File: src/rtl/meo_pkg.sv
// ----------------------------------------------------------------------------
// Mecanum encoder odometry package
// Constants, register indexes, sequencer states and the control and status
// structures shared by the odometry core and its arithmetic datapath.
// ----------------------------------------------------------------------------
`timescale 1ns / 1ps

package meo_pkg;

  // 2*pi held as Q4.28.
  localparam logic [31:0] TWO_PI_Q28 = 32'd1686629713;
  // Scale from seconds to microseconds and from radians to microradians.
  localparam logic [31:0] MICRO      = 32'd1000000;

  localparam logic [19:0] RADIUS_RST     = 20'd30000;
  localparam logic [23:0] HALF_TRACK_RST = 24'd100000;
  localparam logic [15:0] TICKS_RST      = 16'd1440;

  localparam logic [31:0] SAT_POS = 32'h7fff_ffff;
  localparam logic [31:0] SAT_NEG = 32'h8000_0000;

  // Number of quotient bits produced by the divider.
  localparam int unsigned QUOT_BITS = 32;

  typedef enum logic [1:0] {
    CFG_WHEEL_RADIUS = 2'd0,
    CFG_HALF_TRACK   = 2'd1,
    CFG_TICKS        = 2'd2
  } cfg_index_t;

  typedef enum logic [2:0] {
    OUT_VEL_FWD     = 3'd0,
    OUT_VEL_STRAFE  = 3'd1,
    OUT_TURN        = 3'd2,
    OUT_DIST_FWD    = 3'd3,
    OUT_DIST_STRAFE = 3'd4
  } out_sel_t;

  typedef enum logic [2:0] {
    DP_HOLD,
    DP_LOAD,
    DP_MUL,
    DP_DIV_INIT,
    DP_DIV_STEP
  } dp_cmd_t;

  typedef enum logic [3:0] {
    ST_IDLE,
    ST_DEN_LOAD,
    ST_DEN_MUL,
    ST_DEN_CAP,
    ST_SUM,
    ST_LOAD,
    ST_MUL,
    ST_DIV_INIT,
    ST_DIV,
    ST_RESULT,
    ST_FINISH
  } state_t;

  typedef struct packed {
    dp_cmd_t     cmd;
    logic        first;
    logic [31:0] mult;
    logic [33:0] load_val;
    logic [59:0] den;
  } dp_ctrl_t;

  typedef struct packed {
    logic [59:0] acc_low;
    logic [31:0] quot;
    logic        big;
    logic        zero;
  } dp_stat_t;

endpackage

File: src/rtl/meo_datapath.sv
// ----------------------------------------------------------------------------
// Mecanum encoder odometry datapath
// Shared 32x32 limb multiplier over a 128-bit accumulator and a one bit per
// cycle restoring divider.
// ----------------------------------------------------------------------------
`timescale 1ns / 1ps

module meo_datapath (
  input  logic             clk,
  input  meo_pkg::dp_ctrl_t ctrl,
  output meo_pkg::dp_stat_t stat
);
  import meo_pkg::*;

  logic [127:0] acc;
  logic [31:0]  carry;
  logic [59:0]  rem;
  logic [31:0]  dlo;
  logic [31:0]  quot;
  logic         big;
  logic         zero;

  logic [31:0]  carry_in;
  logic [63:0]  prod;
  logic [65:0]  hi;
  logic         zero_w;
  logic         big_w;
  logic [60:0]  trial;
  logic         ge;

  // The accumulator rotates one limb per cycle, so once all four limbs have
  // passed the product sits in the original limb order.
  assign carry_in = ctrl.first ? 32'd0 : carry;
  assign prod     = {32'd0, acc[31:0]} * {32'd0, ctrl.mult} + {32'd0, carry_in};

  // The Q28 product is shifted down by 30; the top 66 bits of the shifted
  // value decide whether the quotient reaches 2^32.
  assign hi     = acc[127:62];
  assign zero_w = (acc[127:30] == 98'd0);
  assign big_w  = (ctrl.den == 60'd0) ? !zero_w : (hi >= {6'd0, ctrl.den});

  assign trial = {rem, dlo[31]};
  assign ge    = (trial >= {1'b0, ctrl.den});

  always_ff @(posedge clk) begin
    case (ctrl.cmd)
      DP_LOAD: begin
        acc <= {94'd0, ctrl.load_val};
      end
      DP_MUL: begin
        acc   <= {prod[31:0], acc[127:32]};
        carry <= prod[63:32];
      end
      DP_DIV_INIT: begin
        rem  <= acc[121:62];
        dlo  <= acc[61:30];
        quot <= 32'd0;
        big  <= big_w;
        zero <= zero_w;
      end
      DP_DIV_STEP: begin
        rem  <= ge ? 60'(trial - {1'b0, ctrl.den}) : trial[59:0];
        quot <= {quot[30:0], ge};
        dlo  <= {dlo[30:0], 1'b0};
      end
      default: begin
      end
    endcase
  end

  assign stat.acc_low = acc[59:0];
  assign stat.quot    = quot;
  assign stat.big     = big;
  assign stat.zero    = zero;

endmodule

File: config.mk
export PLATFORM = sky130hd
export DESIGN_NAME = meo_datapath
export DESIGN_NICKNAME = d
export VERILOG_FILES = /design/src/rtl/meo_pkg.sv /design/src/rtl/meo_datapath.sv
export SDC_FILE = /design/constraint.sdc
export NUM_CORES = 2
export LEC_CHECK = 0
export BUFFER_PORTS_ARGS = -buffer_cell sky130_fd_sc_hd__buf_2
export CAP_MARGIN = 25
export CORE_UTILIZATION = 39
export CTS_CLUSTER_DIAMETER = 40
export DETAILED_ROUTE_END_ITERATION = 6
export PLACE_DENSITY = 0.66
export SETUP_SLACK_MARGIN = 0.3
export SLEW_MARGIN = 20
export SYNTH_ARGS = -nofsm -noshare
export SYNTH_HDL_FRONTEND = slang
export SYNTH_SLANG_ARGS = --single-unit
export TNS_END_PERCENT = 100
File: constraint.sdc
create_clock -name clk -period 19.75 [get_ports clk]
set_clock_uncertainty 0.2 [all_clocks]
set_input_delay 3.95 -clock clk [delete_from_list [all_inputs] [get_ports clk]]
set_output_delay 3.95 -clock clk [all_outputs]
set_load 0.01 [all_outputs]
# After elaboration in Yosys (flattened, before gate mapping)
# Index checks and enable logic that the tools add are counted.
[classes]
eq_ne = 4
reduce_logical = 5
mul = 1
magnitude_cmp = 2
add_sub_neg = 2
muxes = 7
[op_table]
columns = ["cell", "n"]
rows = [
  ["128-bit one-hot mux with 2 select lines", 1],
  ["32-bit one-hot mux with 2 select lines", 2],
  ["60-bit one-hot mux with 2 select lines", 1],
  ["98-bit zero test", 1],
  ["66-bit by 60-bit greater-or-equal comparator with 1-bit output", 1],
  ["64-bit by 32-bit adder with 64-bit output", 1],
  ["32-bit by 32-bit multiplier with 64-bit output", 1],
  ["61-bit by 60-bit greater-or-equal comparator with 1-bit output", 1],
  ["60-bit zero test", 1],
  ["60-bit 2-to-1 mux", 1],
  ["60-bit subtractor", 1],
  ["32-bit 2-to-1 mux", 1],
  ["3-bit by 2-bit equality test with 1-bit output (second input constant)", 2],
  ["2-bit nonzero test", 2],
  ["3-bit by 1-bit equality test with 1-bit output (second input constant)", 1],
  ["3-bit equality test (second input constant)", 1],
  ["1-bit zero test", 1],
  ["1-bit 2-to-1 mux", 1],
]
[word_totals]
out_inout_bits = 94
register_bits = 286
wordCells = 28
input_bits = 131

# Depth between registers and ports, before layout
[logic_depth]
depth_word = 3
ltp_mapped = 30
depth_no_buf = 29

# Worst setup path after synthesis
# Ideal clock, no wire load.
[synth_path]
path_kind = "in2reg"
start = "input port ctrl[94] (netlist bit)"
end = "register carry[25] (data pin)"
path_stages = 28
n_path_buf = 2
setup_time_ns = 0.266
required_time_ns = 19.284
arrival_ns = 10.892
slack_ns = 8.392
path_cell_list = "clkbuf_1 > nand2_1 > fa_1 > inv_1 > fa_1 > fa_1 > inv_1 > fa_1 > inv_1 > fa_1 > fa_1 > fa_1 > inv_1 > fa_1 > inv_1 > ha_1 > clkbuf_1 > a21o_1 > a21o_1 > a21o_1 > a221oi_1 > o21ai_1 > a31oi_1 > o211a_2 > o211ai_1 > a21oi_1 > o21bai_1 > xor2_1"
[synth_via]
elab_chain_len = 2
[synth_rtl]
columns = ["element", "line_no", "rtl"]
rows = [
  ["start, declared", "meo_datapath.sv:10", "input meo_pkg::dp_ctrl_t ctrl,"],
  ["32-bit by 32-bit multiplier with 64-bit output", "meo_datapath.sv:34", "assign prod = {32'd0, acc[31:0]} * {32'd0, ctrl.mult} + {32'd0, carry_in};"],
  ["64-bit by 32-bit adder with 64-bit output", "meo_datapath.sv:34", ""],
  ["named net prod[57]", "meo_datapath.sv:24", "logic [63:0] prod;"],
  ["end signal, assigned", "meo_datapath.sv:52", "carry <= prod[63:32];"],
  ["end, declared", "meo_datapath.sv:16", "logic [31:0] carry;"],
]
# The timed path passes the listed nets, and every way through them passes these cells.
# A chain may end at the register's enable or synchronous reset.

# Final worst setup path
[layout_path]
start = "input port ctrl[101] (netlist bit)"
end = "register carry[27] (data pin)"
# The elaborated chain is that of the path after synthesis.

==> results.ini <==
[status]
status = finished, final reports clean

[timing]
max_slew_margin_pct = 30.7
rsz0062_at_grt = no
setup_ws_ps = 7890
fin_crit_sh_pct = 60.0
hold_viol = 0
min_period_ps = 11860
finalSetupViolCount = 0
slew_viol_final = 0
tightest_slew_ps = 1040
tns_ps = 0
max_freq_ghz = 0.0843

[clock_network]
cts_tree = done
clkLatencyLatePin_ps = 650
post-cts-setup-buffers = 0
hold_buffers = 0
clock-sinks = 286
cts_buffers = 48
clk_pin_slew_ps = 50
ctsResizeCount = 0
htreeDepth = 2
root_buffer = clkbuf_16
clockBufferDepth = 3

[worst_setup_path]
crit_slowest_cell = a2111oi_0
crit_path_end_kind = flip-flop
worstPathMaxFanout = 32
worst-setup-path-type = in2reg
critPathArrivalTime_ps = 12010
cp_common_cell = fa_1
cp.required_ps = 19900
max_stage_delay_ps = 720
start_kind = primary input

[floorplanning]
dieArea_um2 = 135000
initial_utilization_pct = 39.5
coreArea_um2 = 132000
pin_count = 225
die_x_um = 367
core.rowCount = 133
die_h_um = 367

[route]
routed-via-count = 38900
wl_per_cell_um = 21.3
wirelength_um = 157000
drtIter0Drc = 3259
drc = 0
via_per_inst = 5.28
detail-route-antenna-nets = 0
firstDrtPassIters = 6

[logic_synthesis]
syn_area_per_cell_um2 = 9.29
synth_edf_count = 286
synth-async-reset-ratio_pct = 0
ys.flop_type = edfxtp_1
synth_nets = 7052
yosys_warnings = 0
synth.distinct_cells = 71
synth_area_um2 = 52100
yosysSeqAreaShare_pct = 16.5
ys_ff_latch = 286
synth_cells = 5609

[place]
io_buffers = 224
pre_cts_ws_ps = 7310
finalWeightedCongestion = 0.940
hpwlAfterDp_um = 121000

[finish]
multi_input_comb_area_um2 = 37800
n_fill_cell = 12800
fin_nets = 7011
final_layout_size_suffix_gt1_share_pct = 6.74
seq_area_um2 = 8590
syn2layout_area_growth_pct = 7.24

[grt]
grt_start_max_net_pins = 80
grt_pass1_wl_um = 245000
grt_overflow = 0
track_usage_pct = 23.5
grt_pass1_vias = 41500
antenna_found_initial = 14

[flow_run]
drv_cap = 0

[hold_path]
hold_class = reg2reg

## cell usage after synthesis, drive strengths merged, types with 30 or more instances
cell type | count | area share, %
nor2 | 102 | 0.74
mux2i | 45 | 0.86
a21oi | 140 | 1.3
xnor2 | 75 | 1.3
a21o | 115 | 1.7
nor4 | 44 | 0.53
o21ai | 144 | 1.4
fa | 929 | 36
and3 | 46 | 0.55
buf | 75 | 1.1
and2 | 702 | 8.4
ha | 383 | 9.2
nor2b | 33 | 0.40
clkbuf | 295 | 2.1
inv | 1092 | 7.9
xor2 | 39 | 0.66
nand2 | 742 | 5.3
nand3 | 32 | 0.31
edfxtp | 286 | 16
nand4 | 58 | 0.71
o21bai | 30 | 0.43
## layout by cell type, fill, tap and decap left out, types with 46 or more instances in the layout
cell type,netlist,layout
a21o_1,115,115
a21oi_1,140,140
and2_1,702,702
and3_1,46,46
buf_2,3,224
buf_4,64,54
clkbuf_16,0,48
edfxtp_1,286,286
fa_1,929,929
ha_1,383,383
inv_1,1091,1090
nand2_1,742,741
nand4_1,57,57
nor2_1,102,101
o21ai_0,58,58
o21ai_1,86,86
xnor2_1,75,75
## final cells by class
class	count	share of cell area, %
diodes	4	0.0179
clock buffers	53	2.18
clock inverters	35	0.775
inverters	1092	7.34
multi-input cells	3861	67.6
flip-flops and latches	286	15.4
well taps	1755	3.93
repair buffers	279	2.78
## worst max-delay path, delay by kind of cell
family                     cells  cell delay, ps
buffers and inverters          9            1240
and+or+nand+nor                2             490
adders and majority gates      9            4440
xor gates and xnor gates       1              80
AOI/OAI and AO/OA              7            1780
## metal layers
| metal | GRT usage, % | share of wire (%) | up-vias |
|---|---|---|---|
| li1 | - | - | 17200 |
| met1 | 30.7 | 41 | 20000 |
| met2 | 40.4 | 49 | 1431 |
| met3 | 3.55 | 6.9 | 306 |
| met4 | 6.59 | 3.2 | 14 |
| met5 | 0 | 0.054 | - |
## kinds of logic after synthesis
logic type / count (synthesis) / synth area share, %
adders and majority gates: 1312 / 44.9
muxes: 46 / 0.886
and+or+nand+nor: 1826 / 17.9
buffers and inverters: 1462 / 11.1
DFF: 286 / 16.5
xor gates and xnor gates: 114 / 1.92
AOI/OAI and AO/OA: 563 / 6.87
## metrics by stage
| step | hold WS, ps | instance area [um2] | cells | utilization, % |
|---|---|---|---|---|
| global route | 316 | 55900 | 7362 | 42.3 |
| CTS | 310 | 55800 | 7360 | 42.3 |
| floorplan | 284 | 52100 | 5609 | - |
| detailed placement | 296 | 54200 | 7272 | 41.0 |
| global placement | 287 | 54200 | 7272 | 41.0 |
| finish | 311 | 55900 | 7365 | 42.3 |
## final timing paths
path | start | endpoint | slack [ps] | cells after the start
max | ctrl[101] | carry[27] | 7890 | 28
min | dlo[2] | dlo[3] | 310 | 2
max reg2reg | acc[1] | carry[27] | 10820 | 28
min reg2reg | dlo[2] | dlo[3] | 310 | 2
## registers in the layout, summed over array words and instances (netlist names)
register	cells
dlo	32
rem	60
big	1
zero	1
acc	128
carry	32
quot	32
Power is not shown: default switching activity piles up to over one toggle a cycle in this logic, so the estimate is an artifact.
